`src/hdl/rounded_rect_alpha_fill_macros.svh`:
```
// assertion helpers, sampled on clk and disabled during rst
`ifndef ROUNDED_RECT_ALPHA_FILL_MACROS_SVH
`define ROUNDED_RECT_ALPHA_FILL_MACROS_SVH

// same-cycle implication
`define RRF_ASSERT_NOW(label, ante, cons) \
  label: assert property (@(posedge clk) disable iff (rst) (ante) |-> (cons)) \
    else $error("rrf: same-cycle check failed");

// next-cycle implication
`define RRF_ASSERT_NEXT(label, ante, cons) \
  label: assert property (@(posedge clk) disable iff (rst) (ante) |=> cons) \
    else $error("rrf: next-cycle check failed");

`endif

```
`src/hdl/rrf_pkg.sv`:
```
package rrf_pkg;

  localparam int PIX_W          = 13;
  localparam int COORD_BITS_DEF = 13;
  localparam int CFG_IDX_W      = 4;
  localparam int CFG_DATA_W     = 32;

  localparam logic [23:0] RB_MASK       = 24'hFF00FF;
  localparam logic [23:0] G_MASK        = 24'h00FF00;
  localparam logic [7:0]  ALPHA_OPAQUE  = 8'd255;
  localparam logic [7:0]  ALPHA_CLEAR   = 8'd0;

  typedef enum logic [CFG_IDX_W-1:0] {
    REG_RECT_LEFT     = 4'd0,
    REG_RECT_TOP      = 4'd1,
    REG_RECT_WIDTH    = 4'd2,
    REG_RECT_HEIGHT   = 4'd3,
    REG_CORNER_RADIUS = 4'd4,
    REG_FILL_COLOR    = 4'd5,
    REG_SCREEN_WIDTH  = 4'd6,
    REG_SCREEN_HEIGHT = 4'd7
  } cfg_idx_t;

  typedef struct packed {
    logic [11:0] rect_left;
    logic [11:0] rect_top;
    logic [12:0] rect_width;
    logic [12:0] rect_height;
    logic [11:0] corner_radius;
    logic [31:0] fill_color;
    logic [12:0] screen_width;
    logic [12:0] screen_height;
  } cfg_t;

  typedef struct packed {
    logic [PIX_W-1:0] pixel_col;
    logic [PIX_W-1:0] pixel_row;
    logic [31:0]      background;
  } in_item_t;

  typedef struct packed {
    logic        write_enable;
    logic [31:0] new_pixel;
  } out_item_t;

endpackage

```
`src/hdl/rrf_cfg_regs.sv`:
```
module rrf_cfg_regs
  import rrf_pkg::*;
(
  input  logic                  clk,
  input  logic                  rst,
  input  logic                  wr_en,
  input  logic [CFG_IDX_W-1:0]  wr_index,
  input  logic [CFG_DATA_W-1:0] wr_data,
  output cfg_t                  cfg
);

  always_ff @(posedge clk) begin
    if (rst) begin
      cfg <= '0;
    end else if (wr_en) begin
      unique case (wr_index)
        REG_RECT_LEFT:     cfg.rect_left     <= wr_data[11:0];
        REG_RECT_TOP:      cfg.rect_top      <= wr_data[11:0];
        REG_RECT_WIDTH:    cfg.rect_width    <= wr_data[12:0];
        REG_RECT_HEIGHT:   cfg.rect_height   <= wr_data[12:0];
        REG_CORNER_RADIUS: cfg.corner_radius <= wr_data[11:0];
        REG_FILL_COLOR:    cfg.fill_color    <= wr_data[31:0];
        REG_SCREEN_WIDTH:  cfg.screen_width  <= wr_data[12:0];
        REG_SCREEN_HEIGHT: cfg.screen_height <= wr_data[12:0];
        default: ;
      endcase
    end
  end

endmodule

```
`src/hdl/rrf_cover.sv`:
```
module rrf_cover
  import rrf_pkg::*;
#(
  parameter int COORD_BITS = COORD_BITS_DEF
) (
  input  cfg_t             cfg,
  input  logic [PIX_W-1:0] pixel_col,
  input  logic [PIX_W-1:0] pixel_row,
  output logic             hit
);

  localparam logic [PIX_W-1:0] CMASK =
    (COORD_BITS >= PIX_W) ? {PIX_W{1'b1}} : PIX_W'((1 << COORD_BITS) - 1);

  // depth into a rounded corner along one axis, zero on the straight part
  function automatic logic [11:0] corner_off(logic [12:0] p, logic [11:0] start,
                                             logic [12:0] len, logic [11:0] rad);
    logic [13:0]        lo;
    logic signed [14:0] hi;
    logic signed [14:0] ps;
    logic [14:0]        d;
    lo = {2'b0, start} + {2'b0, rad};
    hi = $signed({3'b0, start}) + $signed({2'b0, len}) - $signed({3'b0, rad});
    ps = $signed({2'b0, p});
    if ({1'b0, p} < lo) begin
      d = {1'b0, lo - {1'b0, p}};
    end else if (ps >= hi) begin
      d = 15'(ps - hi + 15'sd1);
    end else begin
      d = '0;
    end
    return d[11:0];
  endfunction

  logic [PIX_W-1:0] col, row;
  logic [13:0]      x_end, y_end;
  logic             in_rect, on_screen, corner_ok, alpha_on;
  logic [11:0]      dx, dy;
  logic [23:0]      dxx, dyy, rr;
  logic [24:0]      dsq;

  always_comb begin
    col   = pixel_col & CMASK;
    row   = pixel_row & CMASK;
    x_end = {2'b0, cfg.rect_left} + {1'b0, cfg.rect_width};
    y_end = {2'b0, cfg.rect_top} + {1'b0, cfg.rect_height};
    in_rect = ({1'b0, col} >= {2'b0, cfg.rect_left}) && ({1'b0, col} < x_end) &&
              ({1'b0, row} >= {2'b0, cfg.rect_top}) && ({1'b0, row} < y_end);

    // offsets are only meaningful inside the rectangle, where they never exceed the radius
    dx   = corner_off(col, cfg.rect_left, cfg.rect_width, cfg.corner_radius);
    dy   = corner_off(row, cfg.rect_top, cfg.rect_height, cfg.corner_radius);
    dxx  = 24'(dx) * 24'(dx);
    dyy  = 24'(dy) * 24'(dy);
    rr   = 24'(cfg.corner_radius) * 24'(cfg.corner_radius);
    dsq  = {1'b0, dxx} + {1'b0, dyy};
    corner_ok = (dx == '0) || (dy == '0) || (dsq <= {1'b0, rr});

    on_screen = (col < cfg.screen_width) && (row < cfg.screen_height);
    alpha_on  = cfg.fill_color[31:24] != ALPHA_CLEAR;
    hit = in_rect && corner_ok && on_screen && alpha_on;
  end

endmodule

```
`src/hdl/rrf_blend.sv`:
```
module rrf_blend
  import rrf_pkg::*;
(
  input  logic [31:0] fill_color,
  input  logic [31:0] background,
  output logic [31:0] pixel
);

  // exact floor(x / 255): shift-add estimate is low by at most one
  function automatic logic [24:0] div255(logic [31:0] x);
    logic [32:0] s;
    logic [24:0] q0;
    logic [32:0] prod;
    logic [32:0] rem;
    s    = {1'b0, x} + {9'b0, x[31:8]} + {17'b0, x[31:16]} + {25'b0, x[31:24]};
    q0   = s[32:8];
    prod = {q0, 8'b0} - {8'b0, q0};
    rem  = {1'b0, x} - prod;
    return q0 + {24'b0, (rem >= 33'd255)};
  endfunction

  logic [7:0]  a, na;
  logic [31:0] rb_fa, rb_bn, rb_sum, g_fa, g_bn, g_sum;
  logic [24:0] rb_q, g_q;

  always_comb begin
    a      = fill_color[31:24];
    na     = ALPHA_OPAQUE - a;
    rb_fa  = 32'(fill_color[23:0] & RB_MASK) * 32'(a);
    rb_bn  = 32'(background[23:0] & RB_MASK) * 32'(na);
    g_fa   = 32'(fill_color[23:0] & G_MASK) * 32'(a);
    g_bn   = 32'(background[23:0] & G_MASK) * 32'(na);
    rb_sum = rb_fa + rb_bn;
    g_sum  = g_fa + g_bn;
    rb_q   = div255(rb_sum);
    g_q    = div255(g_sum);
    if (a == ALPHA_OPAQUE) begin
      pixel = fill_color;
    end else begin
      pixel = {8'h00, (rb_q[23:0] & RB_MASK) | (g_q[23:0] & G_MASK)};
    end
  end

endmodule

```
`src/hdl/rounded_rect_alpha_fill.sv`:
```
// channel | direction | handshake                 | payload
// --------+-----------+---------------------------+--------------------------------
// item    | in        | start & !busy             | pixel_col, pixel_row, background
// result  | out       | done, one cycle, no stall | write_enable, new_pixel
// config  | in        | cfg_valid & cfg_ready     | cfg_index, cfg_data
//
// one item per cycle; a result strobes on done after the input and result registers
// the path is input register, coverage test and blend side by side, result register
// rst is synchronous; busy and !cfg_ready only during rst, config registers read zero after
// the result side cannot stall, so items are never held off once out of reset
`include "rounded_rect_alpha_fill_macros.svh"

module rounded_rect_alpha_fill
  import rrf_pkg::*;
#(
  parameter int COORD_BITS = COORD_BITS_DEF
) (
  input  logic                  clk,
  input  logic                  rst,
  input  logic                  start,
  output logic                  busy,
  input  in_item_t              item,
  output logic                  done,
  output out_item_t             result,
  input  logic                  cfg_valid,
  output logic                  cfg_ready,
  input  logic [CFG_IDX_W-1:0]  cfg_index,
  input  logic [CFG_DATA_W-1:0] cfg_data
);

  cfg_t      cfg;
  logic      in_valid;
  in_item_t  in_q;
  logic      hit;
  logic [31:0] blend_pix;
  out_item_t result_next;

  assign busy      = rst;
  assign cfg_ready = !rst;

  rrf_cfg_regs u_cfg (
    .clk      (clk),
    .rst      (rst),
    .wr_en    (cfg_valid && cfg_ready),
    .wr_index (cfg_index),
    .wr_data  (cfg_data),
    .cfg      (cfg)
  );

  always_ff @(posedge clk) begin
    if (rst) begin
      in_valid <= 1'b0;
    end else begin
      in_valid <= start && !busy;
    end
    if (start && !busy) begin
      in_q <= item;
    end
  end

  rrf_cover #(
    .COORD_BITS (COORD_BITS)
  ) u_cover (
    .cfg       (cfg),
    .pixel_col (in_q.pixel_col),
    .pixel_row (in_q.pixel_row),
    .hit       (hit)
  );

  rrf_blend u_blend (
    .fill_color (cfg.fill_color),
    .background (in_q.background),
    .pixel      (blend_pix)
  );

  always_comb begin
    result_next.write_enable = hit;
    result_next.new_pixel    = hit ? blend_pix : '0;
  end

  always_ff @(posedge clk) begin
    if (rst) begin
      done <= 1'b0;
    end else begin
      done <= in_valid;
    end
    if (in_valid) begin
      result <= result_next;
    end
  end

  `RRF_ASSERT_NEXT(a_item_latency, start && !busy, ##1 done)
  `RRF_ASSERT_NOW(a_idle_zero, done && !result.write_enable, result.new_pixel == '0)
  `RRF_ASSERT_NOW(a_clear_alpha, done && ($past(cfg.fill_color[31:24]) == ALPHA_CLEAR),
                  !result.write_enable)
  `RRF_ASSERT_NOW(a_opaque_copy,
                  done && result.write_enable &&
                  ($past(cfg.fill_color[31:24]) == ALPHA_OPAQUE),
                  result.new_pixel == $past(cfg.fill_color))

endmodule

```
`config.mk`:
```
export PLATFORM = sky130hd
export DESIGN_NAME = rounded_rect_alpha_fill
export DESIGN_NICKNAME = d
export VERILOG_FILES = /design/src/hdl/rrf_pkg.sv /design/src/hdl/rrf_cfg_regs.sv /design/src/hdl/rrf_cover.sv /design/src/hdl/rrf_blend.sv /design/src/hdl/rounded_rect_alpha_fill.sv
export VERILOG_INCLUDE_DIRS = /design/src /design/src/hdl
export SDC_FILE = /design/constraint.sdc
export NUM_CORES = 2
export LEC_CHECK = 0
export BUFFER_PORTS_ARGS = -buffer_cell sky130_fd_sc_hd__clkbuf_2
export CORE_MARGIN = 5
export CORE_UTILIZATION = 45
export CTS_CLUSTER_SIZE = 25
export DETAILED_ROUTE_END_ITERATION = 12
export PLACE_DENSITY_LB_ADDON = 0.08
export SYNTH_ARGS = -nofsm -noshare
export SYNTH_HDL_FRONTEND = slang
export SYNTH_HIERARCHICAL = 1
export SYNTH_SLANG_ARGS = --single-unit
```
`constraint.sdc`:
```
create_clock -name clk -period 18 [get_ports clk]
set_input_delay 1.8 -clock clk [delete_from_list [all_inputs] [get_ports clk]]
set_output_delay 1.8 -clock clk [all_outputs]
set_load 0.03 [all_outputs]
```
# Word level (Yosys, flattened, before mapping)
# Cells that the tools add are included.
dict set report word_totals {
  register_bits 205
  in_bits 98
  out_inout_bits 36
}
dict set report op_classes {
  add_sub_neg 30
  n_mul 7
  n_lt_le_gt_ge 13
  eq_ne 8
  mux 5
  bitwise_logic 1
  n_reduce_logical 25
}
# operator n
set op_table {}
lappend op_table {{$mul 12x12->24} 3}
lappend op_table {{$add 32x24->33} 2}
lappend op_table {{$add 33x16->33} 2}
lappend op_table {{$add 33x8->33} 2}
lappend op_table {{$ge 33x8->1 const B} 2}
lappend op_table {{$sub 32x33->33} 2}
lappend op_table {{$sub 33x25->33} 2}
lappend op_table {{$add 32x32->32} 2}
lappend op_table {{$mul 24x8->32} 2}
lappend op_table {{$add 12x13->14} 4}
lappend op_table {{$lt 13x13->1} 4}
lappend op_table {{$mux 12} 4}
lappend op_table {{$sub 12x12->12} 4}
lappend op_table {{$mul 8x8->16} 2}
lappend op_table {{$ge 14x15->1} 2}
lappend op_table {{$sub 14x12->15} 2}
lappend op_table {{$lt 13x14->1} 2}
lappend op_table {{$add 12x12->13} 2}
lappend op_table {{$ge 13x12->1} 2}
lappend op_table {{$add 24x24->25} 1}
lappend op_table {{$le 25x24->1} 1}
lappend op_table {{$add 12x2->12 const B} 2}
lappend op_table {{$add 24x1->24} 1}
lappend op_table {{$logic_not 12->1} 2}
lappend op_table {{14 further kinds} 35}

# Depth between registers and ports, before layout
dict set report logic_depth {
  depth_word 14
  mapped_depth 64
  depth_no_buf 63
}

# By module
# The synthesis kept the hierarchy.
# module n_inst cells_per_inst area_per_inst_um2 seq_area_each_um2
set modules_own_cells {}
lappend modules_own_cells {rrf_cover 1 2495 20983.9 0.0}
lappend modules_own_cells {rrf_blend 1 2573 20827.5 0.0}
lappend modules_own_cells {rrf_cfg_regs 1 451 4865.9 2402.3}
lappend modules_own_cells {rounded_rect_alpha_fill 1 134 3064.2 2772.7}

# Worst setup path after synthesis
# No wires, ideal clock.
dict set report synth_path {
  path_kind {reg-to-reg}
  startpoint {register u_cfg/cfg[56] (netlist name)}
  endpoint {register result[20] in the netlist's numbering (data pin)}
  setup_ns 0.129
  arrival_time_ns 14.115
  slack_ns 3.756
  stages_incl_launch_ff 63
  n_path_buf 3
  cell_sequence {dfxtp_1 -> clkbuf_1 -> buf_1 -> nand2_1 -> fa_1 -> inv_1 -> ha_1 -> inv_1 -> fa_1 -> fa_1 -> inv_1 -> fa_1 -> inv_1 -> fa_1 -> inv_1 -> ha_1 -> o21a_1 -> o2111ai_1 -> [... 27 more ...] -> ha_1 -> clkbuf_1 -> o21ai_0 -> o21ai_0 -> o2111ai_1 -> or4_1 -> a2111oi_0 -> nand4_1 -> or4_1 -> a211oi_1 -> o2111ai_1 -> ha_1 -> ha_1 -> nand2_1 -> nor4_1 -> a31o_2 -> a31oi_1 -> and2_2}
}
dict set report synth_between {
  elab_chain_len 12
  elab_cells_between_ends 16
}
# element line
set synth_rtl {}
lappend synth_rtl {{$sub 8x8->8} rrf_blend.sv:28} ;# na = ALPHA_OPAQUE - a;
lappend synth_rtl {{$mul 24x8->32} rrf_blend.sv:30} ;# rb_bn = 32'(background[23:0] & RB_MASK) * 32'(na);
lappend synth_rtl {{$add 32x32->32} rrf_blend.sv:33} ;# rb_sum = rb_fa + rb_bn;
lappend synth_rtl {{$add 32x24->33} rrf_blend.sv:15} ;# s = {1'b0, x} + {9'b0, x[31:8]} + {17'b0, x[31:16]} + {25'b0, x[31:24]};
lappend synth_rtl {{$add 33x16->33} rrf_blend.sv:15}
lappend synth_rtl {{$add 33x8->33} rrf_blend.sv:15}
lappend synth_rtl {{$sub 33x25->33} rrf_blend.sv:17} ;# prod = {q0, 8'b0} - {8'b0, q0};
lappend synth_rtl {{$sub 32x33->33} rrf_blend.sv:18} ;# rem = {1'b0, x} - prod;
lappend synth_rtl {{$ge 33x8->1} rrf_blend.sv:19} ;# return q0 + {24'b0, (rem >= 33'd255)};
lappend synth_rtl {{$add 24x1->24} rrf_blend.sv:19}
lappend synth_rtl {{$or 24x16->24} rrf_blend.sv:40} ;# pixel = {8'h00, (rb_q[23:0] & RB_MASK) | (g_q[23:0] & G_MASK)};
lappend synth_rtl {{$mux 24 *} rrf_blend.sv:37} ;# if (a == ALPHA_OPAQUE) begin
lappend synth_rtl {{via blend_pix[20]} rounded_rect_alpha_fill.sv:35} ;# logic [31:0] blend_pix;
lappend synth_rtl {{to (signal assigned)} rounded_rect_alpha_fill.sv:88} ;# result <= result_next;
lappend synth_rtl {{to (decl)} rounded_rect_alpha_fill.sv:24} ;# output out_item_t result,
# Mark *: on every way through the listed nets, which the timed path passes. The rest lies on a longest branch.
# A chain may end at the register's enable or synchronous reset.

# Final worst setup path
dict set report layout_path {
  startpoint {register u_cfg/cfg[57] (netlist name)}
  endpoint {register result[18] in the netlist's numbering (data pin)}
}
dict set report layout_between {
  elab_chain_len 12
  elab_cells_between_ends 16
}
# element line
set layout_rtl {}
lappend layout_rtl {{$sub 8x8->8} rrf_blend.sv:28}
lappend layout_rtl {{$mul 24x8->32} rrf_blend.sv:30}
lappend layout_rtl {{$add 32x32->32} rrf_blend.sv:33}
lappend layout_rtl {{$add 32x24->33} rrf_blend.sv:15}
lappend layout_rtl {{$add 33x16->33} rrf_blend.sv:15}
lappend layout_rtl {{$add 33x8->33} rrf_blend.sv:15}
lappend layout_rtl {{$sub 33x25->33} rrf_blend.sv:17}
lappend layout_rtl {{$sub 32x33->33} rrf_blend.sv:18}
lappend layout_rtl {{$ge 33x8->1} rrf_blend.sv:19}
lappend layout_rtl {{$add 24x1->24} rrf_blend.sv:19}
lappend layout_rtl {{$or 24x16->24} rrf_blend.sv:40}
lappend layout_rtl {{$mux 24 *} rrf_blend.sv:37}
lappend layout_rtl {{via blend_pix[18]} rounded_rect_alpha_fill.sv:35}
# Marked as above.

==> impl_metrics.env <==
export IMPL_status="completed"
export IMPL_netlist_instances=5645
export IMPL_synth_area_mm2=0.0495
export IMPL_place_ws_ns=1.07
export IMPL_h_tree_depth=1
export IMPL_maxCapViolations=0
export IMPL_numCtsBuffers=28
export IMPL_holdPathStages=2
export IMPL_track_usage_pct=23.1
export IMPL_fp_coreArea_mm2=0.109
export IMPL_rsz0062_at_grt="false"
export IMPL_final_cells=7139
export IMPL_reg2reg_from="u_cfg/cfg[57]$_SDFFE_PP0P_"
export IMPL_cp_start_kind="flip-flop"
export IMPL_final_util_pct=48.2
export IMPL_hold_viol=0
export IMPL_die_w_um=342
export IMPL_setup_ws_ns=1.25
export IMPL_drt_wl_total_um=135000
export IMPL_final_nets=7189
export IMPL_grt_max_degree=70
export IMPL_drtIter0Drc=2183
export IMPL_fin_skew_ns=0.0445
export IMPL_clock_sinks=205
export IMPL_clockBufferDepth=3
export IMPL_io_pins=134
export IMPL_slew_headroom_pct=17.3
export IMPL_place_congestion=0.886
export IMPL_path_buf_inv=7
export IMPL_hold_path_class="flip-flop to flip-flop"
export IMPL_critPathSlowestCell="fa_1"
export IMPL_r2r_cells=59
export IMPL_dp_hpwl_um=112000
export IMPL_route_detailed_drc=0
export IMPL_crit_arrival_ns=17.20
export IMPL_synth_area_per_cell_um2=8.77
export IMPL_drt_pass1_iter_count=5
export IMPL_cts_tree="built"
export IMPL_rows=121
export IMPL_grt_pass1_wl_um=215000
export IMPL_postCtsSetupRepairBufs=0
export IMPL_clk_pin_slew_ns=0.06
export IMPL_crit_type="flip-flop to flip-flop"
export IMPL_viasPerCell=5.27
export IMPL_worst_path_max_fanout=28
export IMPL_area_growth_pct=6.18
export IMPL_cp_end_kind="flip-flop"
export IMPL_clk_latency_ns=0.62
export IMPL_cp_top_family="adder cells"
export IMPL_cts_hold_buf=0
export IMPL_ant_nets=0
export IMPL_wl_per_cell_um=18.9
export IMPL_min_from="u_cfg/cfg[23]$_SDFFE_PP0P_"
export IMPL_finalSetupViolCount=0
export IMPL_tns_ns=0
export IMPL_reg2reg_slack_ns=1.25
export IMPL_yosysWarnings=6
export IMPL_max_freq_mhz=59.7
export IMPL_portBuffers=125
export IMPL_hold_end="u_cfg/cfg[23]$_SDFFE_PP0P_"
export IMPL_fin_crit_ns=16.75
export IMPL_tightestPinTransition_ns=1.23
export IMPL_initial_core_util_pct=45.4
export IMPL_antenna_found_initial=5
export IMPL_slew_violations=0
export IMPL_cts_root_buf="clkbuf_16"
export IMPL_crit_required_ns=18.45
export IMPL_dp_cells=7085
export IMPL_min_period_over_period_pct=93.1
export IMPL_r2r_end="result[18]$_SDFFCE_PN0P_"
export IMPL_fp_dieH_um=342
export IMPL_cts_resized=0
export IMPL_gr_total_overflow=0
export IMPL_slowest_delay_ns=0.56
export IMPL_vias=37618
export IMPL_grt_pass1_vias=37938
export IMPL_drive_above_1_share_pct=6.48
export IMPL_die_area_mm2=0.117
## worst register-to-register path, delay by kind of cell (launching register included)
kind | cells | cell delay (ns)
and+or+nand+nor | 13 | 3.42
AOI/OAI and AO/OA | 22 | 5.67
adders and majority gates | 14 | 5.86
xor gates and xnor gates | 3 | 0.66
buffers and inverters | 7 | 0.49
DFF | 1 | 0.49
## final cells by class
class / instances / area [µm²]
fillers: 10766 / 56400
multi-input cells: 4165 / 39700
flip-flops and latches: 205 / 4940
inverters: 1127 / 4230
well taps: 1414 / 1770
repair buffers: 174 / 996
clock buffers: 40 / 832
clock inverters: 12 / 110
diodes: 2 / 5.00
## placed cells by master (no fill, tap or decap), types with 16 or more instances in the layout
master	n
xor2_1	85
nor4_1	18
or3_1	21
fa_1	620
o21ai_1	17
a31oi_1	32
dfxtp_1	114
mux2i_1	107
nand3_1	57
a31o_2	16
nor3_1	64
inv_1	1119
o21bai_1	45
o21ai_0	147
clkbuf_16	30
o31ai_1	17
clkbuf_2	124
buf_4	50
or2_2	19
and2_1	189
xnor2_1	175
and3_1	30
a211oi_1	24
a21oi_1	237
ha_1	770
and2_2	32
nand2b_1	234
o21a_1	45
edfxtp_1	83
a21o_1	100
nor2_1	266
nand4b_1	24
nor2b_1	179
nand4_1	42
o211ai_1	25
nand2_1	290
## registers in the layout, summed over array words and instances (netlist names)
name       count
done           1
in_q          50
in_valid       1
result        33
u_cfg/cfg    120
## layer usage
layer	share of wire, %	vias to the layer above	global-route usage, %
met2	42	807	35.0
li1	-	18443	-
met5	0.0096	-	0
met3	6.7	98	4.49
met4	1.6	2	3.27
met1	50	18268	35.1
## per-stage QoR
step	cell area, µm²	hold WS, ns
2_1_floorplan	49500	0.448
3_3_place_gp	51600	0.461
3_5_place_dp	51600	0.468
4_1_cts	52500	0.479
5_1_grt	52600	0.494
6_report	52600	0.477
## how the worst max path moves through the flow
stage | start | end | slack [ns] | cells after the start
floorplan | u_cfg/cfg[56]$_SDFFE_PP0P_ | result[20]$_SDFFCE_PN0P_ | 3.76 | 62
global route | u_cfg/cfg[57]$_SDFFE_PP0P_ | result[6]$_SDFFCE_PN0P_ | 0.02 | 59
finish | u_cfg/cfg[57]$_SDFFE_PP0P_ | result[18]$_SDFFCE_PN0P_ | 1.25 | 59
detailed placement | u_cfg/cfg[57]$_SDFFE_PP0P_ | result[6]$_SDFFCE_PN0P_ | 1.07 | 59
CTS | u_cfg/cfg[57]$_SDFFE_PP0P_ | result[6]$_SDFFCE_PN0P_ | 1.04 | 59
global placement | u_cfg/cfg[57]$_SDFFE_PP0P_ | result[6]$_SDFFCE_PN0P_ | 1.16 | 59
Power is left out: the tool's default activity adds up to more than one toggle a clock period on the data nets, which glitch-free logic cannot reach.
